File: src/rtl/smtp_clp_pkg.sv
`timescale 1ns / 1ps
// ----------------------------------------------------------------------------
// SMTP command line parser package
// Shared result codes, character constants, defaults and the types that
// travel between the parser modules.
// ----------------------------------------------------------------------------
package smtp_clp_pkg;

  // Defaults for the top-level parameters.
  localparam int MAX_NAME_CHARS_DEF = 32;
  localparam int COUNT_BITS_DEF     = 17;

  // Configuration register indexes and reset values.
  localparam int             CFG_IDX_BITS     = 1;
  localparam logic [0:0]     REG_MAX_PARAM    = 1'b0;
  localparam logic [0:0]     REG_MAX_AUTH     = 1'b1;
  localparam logic [15:0]    MAX_PARAM_RESET  = 16'd4096;
  localparam logic [15:0]    MAX_AUTH_RESET   = 16'd8192;

  // Characters of interest.
  localparam logic [7:0] CH_SP      = 8'h20;
  localparam logic [7:0] CH_HT      = 8'h09;
  localparam logic [7:0] CH_CR      = 8'h0D;
  localparam logic [7:0] CH_LF      = 8'h0A;
  localparam logic [7:0] CH_TXT_LO  = 8'h21;
  localparam logic [7:0] CH_TXT_HI  = 8'h7E;
  localparam logic [7:0] CASE_DELTA = 8'd32;

  // Result kinds.
  localparam logic [2:0] KIND_SILENT = 3'd0;
  localparam logic [2:0] KIND_NAME   = 3'd1;
  localparam logic [2:0] KIND_PARAM  = 3'd2;
  localparam logic [2:0] KIND_DONE   = 3'd3;
  localparam logic [2:0] KIND_ERROR  = 3'd4;

  // Error codes.
  localparam logic [1:0] ERR_NONE     = 2'd0;
  localparam logic [1:0] ERR_BAD_CMD  = 2'd1;
  localparam logic [1:0] ERR_TOO_LONG = 2'd2;

  // Error causes.
  localparam logic [2:0] CAUSE_NAME_LONG  = 3'd0;
  localparam logic [2:0] CAUSE_AFTER_NAME = 3'd1;
  localparam logic [2:0] CAUSE_DUP_SPACE  = 3'd2;
  localparam logic [2:0] CAUSE_BAD_PARAM  = 3'd3;
  localparam logic [2:0] CAUSE_NO_LF      = 3'd4;
  localparam logic [2:0] CAUSE_PARAM_LONG = 3'd5;

  // Line parsing phase, one-hot.
  typedef enum logic [4:0] {
    PH_START   = 5'b00001,
    PH_NAME    = 5'b00010,
    PH_PARAMS  = 5'b00100,
    PH_WANT_LF = 5'b01000,
    PH_SKIP    = 5'b10000
  } phase_t;

  // One input item held in the input register.
  typedef struct packed {
    logic [7:0] data;
    logic       auth;
  } in_item_t;

  // One result item.
  typedef struct packed {
    logic [2:0]  kind;
    logic [7:0]  data;
    logic [15:0] trim;
    logic [1:0]  code;
    logic [2:0]  cause;
  } result_t;

  // Limits from the configuration registers.
  typedef struct packed {
    logic [15:0] max_param;
    logic [15:0] max_auth;
  } limits_t;

endpackage

File: src/rtl/smtp_command_line_parser.sv
`timescale 1ns / 1ps
// ----------------------------------------------------------------------------
// SMTP command line parser
// Splits a byte stream of SMTP command lines into name characters,
// parameter bytes, line-complete markers and error reports.
// ----------------------------------------------------------------------------
// Usage:
//   in_*  : one stream byte per transfer; in_tuser marks an auth response
//           line and is only looked at on the first byte of a line.
//   out_* : exactly one result per input byte. out_tuser carries the kind;
//           out_tdata carries the byte, trim count and error code/cause.
//   cfg_* : writes the parameter and auth length limits; always ready.
//           Write only while no bytes are in flight.
// The result passes through the input register and the result register
// before it shows on out_tvalid. Throughput is one byte per cycle while
// the receiver does not stall, set by the combinational state update in
// the parse core that sits between the input register and the result
// register.
// When the receiver stalls, the result register holds and the input
// register fills; in_tready then drops until out_tready returns.
// Reset empties both registers, returns the parser to line start and sets
// the limits to 4096 and 8192 bytes. There is no clearing pass.
// ----------------------------------------------------------------------------
module smtp_command_line_parser #(
  parameter int MAX_NAME_CHARS = smtp_clp_pkg::MAX_NAME_CHARS_DEF,
  parameter int COUNT_BITS     = smtp_clp_pkg::COUNT_BITS_DEF
) (
  input  logic                                   clk,
  input  logic                                   rst_n,
  // Input stream.
  input  logic                                   in_tvalid,
  output logic                                   in_tready,
  input  logic [7:0]                             in_tdata,   // [7:0] in_byte
  input  logic                                   in_tuser,   // [0] auth_line
  // Result stream.
  output logic                                   out_tvalid,
  input  logic                                   out_tready,
  // [7:0] out_byte, [23:8] trim_count, [25:24] err_code,
  // [28:26] error_cause, [31:29] zero
  output logic [31:0]                            out_tdata,
  output logic [2:0]                             out_tuser,  // [2:0] kind
  // Configuration writes.
  input  logic                                   cfg_valid,
  output logic                                   cfg_ready,
  input  logic [smtp_clp_pkg::CFG_IDX_BITS-1:0]  cfg_index,
  input  logic [15:0]                            cfg_data
);
  import smtp_clp_pkg::*;

  limits_t  limits;
  in_item_t item;
  logic     item_valid;
  logic     can_load;
  logic     step;
  result_t  result;

  // A held byte moves into the parser when the result register has room.
  assign step = item_valid && can_load;

  smtp_clp_cfg_regs u_cfg (
    .clk       (clk),
    .rst_n     (rst_n),
    .cfg_valid (cfg_valid),
    .cfg_ready (cfg_ready),
    .cfg_index (cfg_index),
    .cfg_data  (cfg_data),
    .limits    (limits)
  );

  smtp_clp_in_reg u_in (
    .clk        (clk),
    .rst_n      (rst_n),
    .in_tvalid  (in_tvalid),
    .in_tready  (in_tready),
    .in_tdata   (in_tdata),
    .in_tuser   (in_tuser),
    .take       (step),
    .item_valid (item_valid),
    .item       (item)
  );

  smtp_clp_core #(
    .MAX_NAME_CHARS (MAX_NAME_CHARS),
    .COUNT_BITS     (COUNT_BITS)
  ) u_core (
    .clk    (clk),
    .rst_n  (rst_n),
    .step   (step),
    .item   (item),
    .limits (limits),
    .result (result)
  );

  smtp_clp_out_reg u_out (
    .clk        (clk),
    .rst_n      (rst_n),
    .load       (step),
    .result     (result),
    .can_load   (can_load),
    .out_tvalid (out_tvalid),
    .out_tready (out_tready),
    .out_tdata  (out_tdata),
    .out_tuser  (out_tuser)
  );

  // Only name and parameter results carry a byte.
  a_byte_zero: assert property (@(posedge clk) disable iff (!rst_n)
    out_tvalid && (out_tuser != KIND_NAME) && (out_tuser != KIND_PARAM)
      |-> (out_tdata[7:0] == 8'd0))
    else $error("byte set on a result without data");

  // A trim count appears only with a line-complete result.
  a_trim_only_done: assert property (@(posedge clk) disable iff (!rst_n)
    out_tvalid && (out_tuser != KIND_DONE) |-> (out_tdata[23:8] == 16'd0))
    else $error("trim count set outside line complete");

  // A stalled result register never accepts a new item from the parser.
  a_no_overwrite: assert property (@(posedge clk) disable iff (!rst_n)
    out_tvalid && !out_tready |-> !step)
    else $error("parser advanced into a stalled result register");

endmodule

File: src/rtl/smtp_clp_cfg_regs.sv
`timescale 1ns / 1ps
// ----------------------------------------------------------------------------
// SMTP command line parser configuration registers
// Holds the parameter and auth line length limits, written over a simple
// valid/ready channel that never stalls.
// ----------------------------------------------------------------------------
module smtp_clp_cfg_regs (
  input  logic                                   clk,
  input  logic                                   rst_n,
  input  logic                                   cfg_valid,
  output logic                                   cfg_ready,
  input  logic [smtp_clp_pkg::CFG_IDX_BITS-1:0]  cfg_index,
  input  logic [15:0]                            cfg_data,
  output smtp_clp_pkg::limits_t                  limits
);
  import smtp_clp_pkg::*;

  logic [15:0] max_param_r;
  logic [15:0] max_auth_r;

  assign cfg_ready = 1'b1;

  // A write transfer updates the addressed limit.
  always_ff @(posedge clk) begin
    if (!rst_n) begin
      max_param_r <= MAX_PARAM_RESET;
      max_auth_r  <= MAX_AUTH_RESET;
    end else if (cfg_valid) begin
      unique case (cfg_index)
        REG_MAX_PARAM: max_param_r <= cfg_data;
        REG_MAX_AUTH:  max_auth_r  <= cfg_data;
        default: ;
      endcase
    end
  end

  assign limits.max_param = max_param_r;
  assign limits.max_auth  = max_auth_r;

endmodule

File: src/rtl/smtp_clp_in_reg.sv
`timescale 1ns / 1ps
// ----------------------------------------------------------------------------
// SMTP command line parser input register
// Captures one byte and its auth flag per transfer and holds it until the
// parse core takes it.
// ----------------------------------------------------------------------------
module smtp_clp_in_reg (
  input  logic                    clk,
  input  logic                    rst_n,
  input  logic                    in_tvalid,
  output logic                    in_tready,
  input  logic [7:0]              in_tdata,
  input  logic                    in_tuser,
  input  logic                    take,
  output logic                    item_valid,
  output smtp_clp_pkg::in_item_t  item
);
  import smtp_clp_pkg::*;

  logic     valid_r;
  in_item_t item_r;

  // Free when empty or when the held item moves on in this cycle.
  assign in_tready = !valid_r || take;

  always_ff @(posedge clk) begin
    if (!rst_n) begin
      valid_r <= 1'b0;
    end else if (in_tready) begin
      valid_r <= in_tvalid;
    end
  end

  always_ff @(posedge clk) begin
    if (in_tvalid && in_tready) begin
      item_r.data <= in_tdata;
      item_r.auth <= in_tuser;
    end
  end

  assign item_valid = valid_r;
  assign item       = item_r;

endmodule

File: src/rtl/smtp_clp_core.sv
`timescale 1ns / 1ps
// ----------------------------------------------------------------------------
// SMTP command line parser core
// Line state registers and the combinational step that classifies one byte,
// updates the counters and forms the result item.
// ----------------------------------------------------------------------------
module smtp_clp_core #(
  parameter int MAX_NAME_CHARS = smtp_clp_pkg::MAX_NAME_CHARS_DEF,
  parameter int COUNT_BITS     = smtp_clp_pkg::COUNT_BITS_DEF
) (
  input  logic                    clk,
  input  logic                    rst_n,
  input  logic                    step,
  input  smtp_clp_pkg::in_item_t  item,
  input  smtp_clp_pkg::limits_t   limits,
  output smtp_clp_pkg::result_t   result
);
  import smtp_clp_pkg::*;

  localparam int NAME_BITS = $clog2(MAX_NAME_CHARS + 1);
  localparam int CMP_BITS  = (COUNT_BITS > 16) ? COUNT_BITS : 16;

  phase_t                phase_r, phase_nxt, phase_e;
  logic [NAME_BITS-1:0]  name_cnt_r, name_cnt_nxt, name_cnt_e;
  logic [COUNT_BITS-1:0] param_cnt_r, param_cnt_nxt, param_cnt_e;
  logic [COUNT_BITS-1:0] ws_cnt_r, ws_cnt_nxt, ws_cnt_e;
  logic                  first_sp_r, first_sp_nxt, first_sp_e;
  logic                  seen_txt_r, seen_txt_nxt, seen_txt_e;
  logic                  auth_r, auth_nxt, auth_e;

  logic [7:0]            b;
  logic                  is_upper, is_lower, is_ws, is_text, is_lf;
  logic [15:0]           limit;
  logic                  too_long;
  logic [CMP_BITS-1:0]   ws_ext;
  logic [15:0]           trim;
  phase_t                fail_phase;

  // Byte classes.
  assign b        = item.data;
  assign is_upper = (b >= "A") && (b <= "Z");
  assign is_lower = (b >= "a") && (b <= "z");
  assign is_ws    = (b == CH_SP) || (b == CH_HT);
  assign is_text  = is_ws || ((b >= CH_TXT_LO) && (b <= CH_TXT_HI));
  assign is_lf    = (b == CH_LF);
  assign fail_phase = is_lf ? PH_START : PH_SKIP;

  // State as seen by this byte: a line start clears the line context.
  always_comb begin
    phase_e    = phase_r;
    name_cnt_e = name_cnt_r;
    param_cnt_e = param_cnt_r;
    ws_cnt_e   = ws_cnt_r;
    first_sp_e = first_sp_r;
    seen_txt_e = seen_txt_r;
    auth_e     = auth_r;
    if (phase_r == PH_START) begin
      phase_e     = item.auth ? PH_PARAMS : PH_NAME;
      name_cnt_e  = '0;
      param_cnt_e = '0;
      ws_cnt_e    = '0;
      first_sp_e  = 1'b0;
      seen_txt_e  = 1'b0;
      auth_e      = item.auth;
    end
  end

  // Length limit check; a zero limit means unlimited.
  assign limit    = auth_e ? limits.max_auth : limits.max_param;
  assign too_long = (limit != 16'd0) &&
                    (CMP_BITS'(param_cnt_e) >= CMP_BITS'(limit));

  // Trailing whitespace count, saturated to the 16-bit field.
  assign ws_ext = CMP_BITS'(ws_cnt_e);
  assign trim   = (ws_ext > CMP_BITS'(16'hFFFF)) ? 16'hFFFF : ws_ext[15:0];

  // Per-byte step.
  always_comb begin
    phase_nxt     = phase_e;
    name_cnt_nxt  = name_cnt_e;
    param_cnt_nxt = param_cnt_e;
    ws_cnt_nxt    = ws_cnt_e;
    first_sp_nxt  = first_sp_e;
    seen_txt_nxt  = seen_txt_e;
    auth_nxt      = auth_e;
    result        = '0;
    result.kind   = KIND_SILENT;

    unique case (phase_e)
      PH_NAME: begin
        priority if (is_upper || is_lower) begin
          if (name_cnt_e >= NAME_BITS'(MAX_NAME_CHARS)) begin
            phase_nxt    = fail_phase;
            result.kind  = KIND_ERROR;
            result.code  = ERR_BAD_CMD;
            result.cause = CAUSE_NAME_LONG;
          end else begin
            name_cnt_nxt = name_cnt_e + NAME_BITS'(1);
            result.kind  = KIND_NAME;
            result.data  = is_lower ? (b - CASE_DELTA) : b;
          end
        end else if (b == CH_SP) begin
          phase_nxt = PH_PARAMS;
        end else if (b == CH_CR) begin
          phase_nxt = PH_WANT_LF;
        end else if (is_lf) begin
          phase_nxt   = PH_START;
          result.kind = KIND_DONE;
        end else begin
          phase_nxt    = fail_phase;
          result.kind  = KIND_ERROR;
          result.code  = ERR_BAD_CMD;
          result.cause = CAUSE_AFTER_NAME;
        end
      end

      PH_PARAMS: begin
        priority if (is_text) begin
          if (too_long) begin
            phase_nxt    = fail_phase;
            result.kind  = KIND_ERROR;
            result.code  = ERR_TOO_LONG;
            result.cause = CAUSE_PARAM_LONG;
          end else begin
            if (param_cnt_e == '0) begin
              first_sp_nxt = (b == CH_SP);
            end
            if (param_cnt_e != '1) begin
              param_cnt_nxt = param_cnt_e + COUNT_BITS'(1);
            end
            if (is_ws) begin
              if (ws_cnt_e != '1) begin
                ws_cnt_nxt = ws_cnt_e + COUNT_BITS'(1);
              end
            end else begin
              ws_cnt_nxt   = '0;
              seen_txt_nxt = 1'b1;
            end
            result.kind = KIND_PARAM;
            result.data = b;
          end
        end else if (!auth_e && first_sp_e && seen_txt_e) begin
          phase_nxt    = fail_phase;
          result.kind  = KIND_ERROR;
          result.code  = ERR_BAD_CMD;
          result.cause = CAUSE_DUP_SPACE;
        end else if (b == CH_CR) begin
          phase_nxt = PH_WANT_LF;
        end else if (is_lf) begin
          phase_nxt   = PH_START;
          result.kind = KIND_DONE;
          result.trim = trim;
        end else begin
          phase_nxt    = fail_phase;
          result.kind  = KIND_ERROR;
          result.code  = ERR_BAD_CMD;
          result.cause = CAUSE_BAD_PARAM;
        end
      end

      PH_WANT_LF: begin
        if (is_lf) begin
          phase_nxt   = PH_START;
          result.kind = KIND_DONE;
          result.trim = trim;
        end else begin
          phase_nxt    = PH_SKIP;
          result.kind  = KIND_ERROR;
          result.code  = ERR_BAD_CMD;
          result.cause = CAUSE_NO_LF;
        end
      end

      // Skipping after an error, through the next LF.
      default: begin
        phase_nxt = is_lf ? PH_START : PH_SKIP;
      end
    endcase
  end

  // State registers advance once per consumed byte.
  always_ff @(posedge clk) begin
    if (!rst_n) begin
      phase_r     <= PH_START;
      name_cnt_r  <= '0;
      param_cnt_r <= '0;
      ws_cnt_r    <= '0;
      first_sp_r  <= 1'b0;
      seen_txt_r  <= 1'b0;
      auth_r      <= 1'b0;
    end else if (step) begin
      phase_r     <= phase_nxt;
      name_cnt_r  <= name_cnt_nxt;
      param_cnt_r <= param_cnt_nxt;
      ws_cnt_r    <= ws_cnt_nxt;
      first_sp_r  <= first_sp_nxt;
      seen_txt_r  <= seen_txt_nxt;
      auth_r      <= auth_nxt;
    end
  end

  // The name counter never passes the name limit.
  a_name_bound: assert property (@(posedge clk) disable iff (!rst_n)
    name_cnt_r <= NAME_BITS'(MAX_NAME_CHARS))
    else $error("name counter exceeds limit");

  // Trailing whitespace is always part of the counted parameters.
  a_ws_in_params: assert property (@(posedge clk) disable iff (!rst_n)
    ws_cnt_r <= param_cnt_r)
    else $error("trailing whitespace count exceeds parameter count");

  // An error leaves the line either finished or skipping.
  a_error_phase: assert property (@(posedge clk) disable iff (!rst_n)
    step && (result.kind == KIND_ERROR) |=>
      (phase_r == PH_START) || (phase_r == PH_SKIP))
    else $error("error did not end or skip the line");

  // A finished line always starts a new one.
  a_done_phase: assert property (@(posedge clk) disable iff (!rst_n)
    step && (result.kind == KIND_DONE) |=> (phase_r == PH_START))
    else $error("line complete without return to line start");

endmodule

File: src/rtl/smtp_clp_out_reg.sv
`timescale 1ns / 1ps
// ----------------------------------------------------------------------------
// SMTP command line parser result register
// Holds one result item for the output channel and packs it into the
// stream fields.
// ----------------------------------------------------------------------------
module smtp_clp_out_reg (
  input  logic                   clk,
  input  logic                   rst_n,
  input  logic                   load,
  input  smtp_clp_pkg::result_t  result,
  output logic                   can_load,
  output logic                   out_tvalid,
  input  logic                   out_tready,
  output logic [31:0]            out_tdata,
  output logic [2:0]             out_tuser
);
  import smtp_clp_pkg::*;

  logic    valid_r;
  result_t res_r;

  // Space when empty or when the held item transfers in this cycle.
  assign can_load = !valid_r || out_tready;

  always_ff @(posedge clk) begin
    if (!rst_n) begin
      valid_r <= 1'b0;
    end else if (can_load) begin
      valid_r <= load;
    end
  end

  always_ff @(posedge clk) begin
    if (load && can_load) begin
      res_r <= result;
    end
  end

  assign out_tvalid = valid_r;
  assign out_tuser  = res_r.kind;
  assign out_tdata  = {3'b000, res_r.cause, res_r.code, res_r.trim, res_r.data};

endmodule
File: config.mk
export PLATFORM = sky130hd
export DESIGN_NAME = smtp_command_line_parser
export DESIGN_NICKNAME = d
export VERILOG_FILES = /design/src/rtl/smtp_clp_pkg.sv /design/src/rtl/smtp_command_line_parser.sv /design/src/rtl/smtp_clp_cfg_regs.sv /design/src/rtl/smtp_clp_in_reg.sv /design/src/rtl/smtp_clp_core.sv /design/src/rtl/smtp_clp_out_reg.sv
export SDC_FILE = /design/constraint.sdc
export NUM_CORES = 1
export LEC_CHECK = 0
export ABC_AREA = 1
export BUFFER_PORTS_ARGS = -buffer_cell sky130_fd_sc_hd__clkbuf_2
export CAP_MARGIN = 10
export CORE_UTILIZATION = 25
export CTS_CLUSTER_DIAMETER = 60
export DETAILED_ROUTE_END_ITERATION = 16
export RECOVER_POWER = 25
export SLEW_MARGIN = 20
export SYNTH_ARGS = -nofsm -noshare
export SYNTH_HDL_FRONTEND = slang
export SYNTH_SLANG_ARGS = --single-unit
File: constraint.sdc
create_clock -name clk -period 7.7 [get_ports clk]
set_clock_uncertainty 0.2 [all_clocks]
set_input_delay 0.77 -clock clk [delete_from_list [all_inputs] [get_ports clk]]
set_output_delay 0.77 -clock clk [all_outputs]
set_load 0.01 [all_outputs]
==> results.sh <==
export IMPL_setup_viol=0
export IMPL_clock_latency_ns=0.43
export IMPL_synth_fa_ha_area_frac=0.04322
export IMPL_start_kind="register"
export IMPL_instances_no_fill=1433
export IMPL_post_cts_buffers=0
export IMPL_synthCells=991
export IMPL_synth_compound_area_frac=0.1154
export IMPL_yosys_area_share_xor_xnor=0
export IMPL_ant_nets=0
export IMPL_chipHeight_um=168.7
export IMPL_rsz0062_at_grt="false"
export IMPL_path_clk_slew_ns=0.06
export IMPL_dp_cells=1401
export IMPL_die_area_sq_mm=0.02846
export IMPL_critPathMaxFanout=46
export IMPL_worstMarginPinSlew_ns=2.002
export IMPL_syn_avg_cell_area_sq_um=7.011
export IMPL_clock_root_buffer="clkbuf_16"
export IMPL_synth_edf_count=41
export IMPL_cts_tree="built"
export IMPL_antenna_found_initial=0
export IMPL_num_io_pins=69
export IMPL_grt_max_degree=50
export IMPL_ys_warn_count=0
export IMPL_critPathCapture="u_core.ws_cnt_r[1]"
export IMPL_max_cap_violations=2
export IMPL_areaGrowthSynthToFinish_pct=17.52
export IMPL_critPathTopFamily="simple AND/OR/NAND/NOR gates"
export IMPL_floorplan_initialDensity=0.2564
export IMPL_finalHoldViolCount=0
export IMPL_syn_area_sq_mm=0.006948
export IMPL_drive_gt1_frac=0.1037
export IMPL_r2r_end="u_core.ws_cnt_r[1]"
export IMPL_ys_seq_area_frac=0.4135
export IMPL_endpoint_kind="register"
export IMPL_die_x_um=168.7
export IMPL_status="finished with violations"
export IMPL_failed_checks="capacitance limit, slew limit"
export IMPL_grt_total_usage=0.1297
export IMPL_p_leak_nw=3.706
export IMPL_synth_area_top_cells="dfxtp_1, edfxtp_1, nand2_1"
export IMPL_critical_path_startpoint="u_core.phase_r[0]"
export IMPL_dr_max_layer_used="met4"
export IMPL_reg2reg_slack_ns=3.47
export IMPL_cts_sinks=123
export IMPL_h_tree_depth=4
export IMPL_dp_hpwl_mm=12.73
export IMPL_cp_required_ns=7.73
export IMPL_vias_per_cell=4.533
export IMPL_synth_mux_area_frac=0
export IMPL_synthArstFlopShare=0
export IMPL_met3_wirelength_um=916
export IMPL_cp_cell_sequence="inv_2, nor2_4, nand3_4, nand2_2, nand2_1, nand2_1, nand2_1, inv_1, ha_1, a21oi_1, o21a_1, o21ai_0, o21ai_0, nand3_1, nand2_4, nand3_2, or2_2, nand3_1, a21oi_1"
export IMPL_critical_path_buf_inv_count=2
export IMPL_p_per_area_mw_per_mm2=212.8
export IMPL_reg2regPathDepth=19
export IMPL_yosys_cell_types_count=46
export IMPL_cts_resized_gates=0
export IMPL_cts_max_path_buffers=2
export IMPL_dr_pass1_iters=7
export IMPL_met1_length_mm=8.857
export IMPL_diodes=0
export IMPL_synthSimpleGateAreaFrac=0.3247
export IMPL_wl_mm=17.74
export IMPL_gp_congestion=0.8924
export IMPL_fin_crit_sh=0.5499
export IMPL_synth_top_family_by_area="simple AND/OR/NAND/NOR gates"
export IMPL_irDropWorstVdd_mv=0.1193
export IMPL_synth_common_cells="nand2_1, nor2_1, inv_1"
export IMPL_wl_per_cell_um=12.38
export IMPL_r2r_start="u_core.phase_r[0]"
export IMPL_vias=6496
export IMPL_ys_ff_latch=123
export IMPL_synth_most_common_cell="nand2_1"
export IMPL_grt_pass1_vias=6063
export IMPL_grt_first_pass_wirelength_mm=29.55
export IMPL_ctsHoldBuffers=0
export IMPL_arrival_ns=4.27
export IMPL_synth_top_area_frac=0.2363
export IMPL_grt_ovfl_total=0
export IMPL_path_common_cell="nand2_1"
export IMPL_period_minus_slack_ns=4.234
export IMPL_fp_row_count=60
export IMPL_portBuffers=64
export IMPL_design_core_area_sq_mm=0.02710
export IMPL_max_freq_ghz=0.2362
export IMPL_synth_top_area_cell="dfxtp_1"
export IMPL_numCtsBuffers=17
export IMPL_crit_type="reg2reg"
export IMPL_worstHoldStart="u_core.ws_cnt_r[7]"
export IMPL_wl_met2_mm=7.721
export IMPL_cp_depth=19
export IMPL_drt_initial_drc_count=442
export IMPL_remaining_drc_errors=0
export IMPL_synth_flop_cell="dfxtp_1"
export IMPL_slew_headroom=-0.3346
export IMPL_worst_path_max_delay_cell="nand3_4"
export IMPL_layout_nets=1103
export IMPL_worstHoldPathType="reg2reg"
export IMPL_drv_slew=85
export IMPL_slowest_delay_ns=0.48
export IMPL_tns_ns=0
[how the worst min path moves through the flow]
stage,depth (start not counted),slack [ns],to
6_report,2,0.27,u_core.ws_cnt_r[7]
5_1_grt,2,0.29,u_core.phase_r[1]
4_1_cts,2,0.27,u_core.ws_cnt_r[13]
3_5_place_dp,2,0.26,u_core.ws_cnt_r[13]
3_3_place_gp,2,0.25,u_core.name_cnt_r[5]
2_1_floorplan,2,0.23,u_cfg.max_param_r[12]
[cell families (layout without fill, tap and decap cells)]
group,Yosys count,in the layout
DFF,123,123
and+or+nand+nor,517,517
adders and majority gates,24,24
AOI/OAI and AO/OA,151,151
buffers and inverters,174,242
other,2,4
[worst reg2reg max path, cell delays in order (launching register included)]
cell and delay, ns:
dfxtp_1 0.38, inv_2 0.06, nor2_4 0.13, nand3_4 0.48, nand2_2 0.27, nand2_1 0.24, nand2_1 0.13, nand2_1 0.08
inv_1 0.08, ha_1 0.25, a21oi_1 0.14, o21a_1 0.12, o21ai_0 0.07, o21ai_0 0.17, nand3_1 0.21, nand2_4 0.24
nand3_2 0.27, or2_2 0.38, nand3_1 0.08, a21oi_1 0.06
[layer usage]
layer,vias up,track usage
li1,3325,-
met1,2991,0.1735
met2,158,0.2043
met3,22,0.03110
met4,0,0.04269
met5,-,0
[placed cells by master, fill, tap and decap left out, drive strengths merged, types with 2 or more instances in the layout]
cell / synthesis / routed
nand2: 224 / 224
nor2: 167 / 167
inv: 139 / 141
clkbuf: 17 / 84
dfxtp: 82 / 82
o21ai: 75 / 75
nand3: 74 / 74
a21oi: 60 / 60
edfxtp: 41 / 41
nand4: 29 / 29
ha: 24 / 24
nor3: 14 / 14
clkinv: 2 / 11
o21a: 6 / 6
conb: 2 / 4
nor4: 3 / 3
or2: 3 / 3
o31ai: 2 / 2
o22ai: 2 / 2
o211ai: 2 / 2
a21boi: 2 / 2
clkinvlp: 0 / 2
bufinv: 0 / 2
buf: 16 / 2
[final cells by class]
cell class / count / area [sq um]
fillers: 2972 / 18940
flip-flops and latches: 123 / 2873
inverters: 141 / 529.3
clock buffers: 17 / 425.4
multi-input cells: 696 / 3373
repair buffers: 69 / 332.8
clock inverters: 15 / 166.4
well taps: 372 / 465.4
[sequential cells by signal, indices dropped and copies added (netlist names), 3 cells and up]
signal              flops
u_core.phase_r          5
u_cfg.max_param_r      16
u_cfg.max_auth_r       16
u_out.out_tuser         3
u_in.item               9
u_core.name_cnt_r       6
u_out.out_tdata        29
u_core.ws_cnt_r        17
u_core.param_cnt_r     17
[power breakdown]
group          internal, W  total [W]  switching (W)  leakage [nW]
clock network     0.000481   0.000809       0.000328         0.286
registers         0.000698   0.000714      0.0000156          1.06
logic            0.0000623   0.000215       0.000152          2.36
total              0.00124    0.00174       0.000496          3.71
[through the flow]
stage | power, W | area, sq um | setup slack [ns] | util | hold slack, ns
2_1_floorplan | 0.0008866 | 6955 | 4.387 | - | 0.2295
3_3_place_gp | 0.0009404 | 7599 | 3.703 | 0.2804 | 0.2523
3_5_place_dp | 0.0009424 | 7599 | 3.580 | 0.2804 | 0.2553
4_1_cts | 0.001754 | 8190 | 3.557 | 0.3022 | 0.2657
5_1_grt | 0.001811 | 8165 | 3.048 | 0.3013 | 0.2869
6_report | 0.001738 | 8165 | 3.466 | 0.3013 | 0.2652
(Power assumes the default switching activity.)
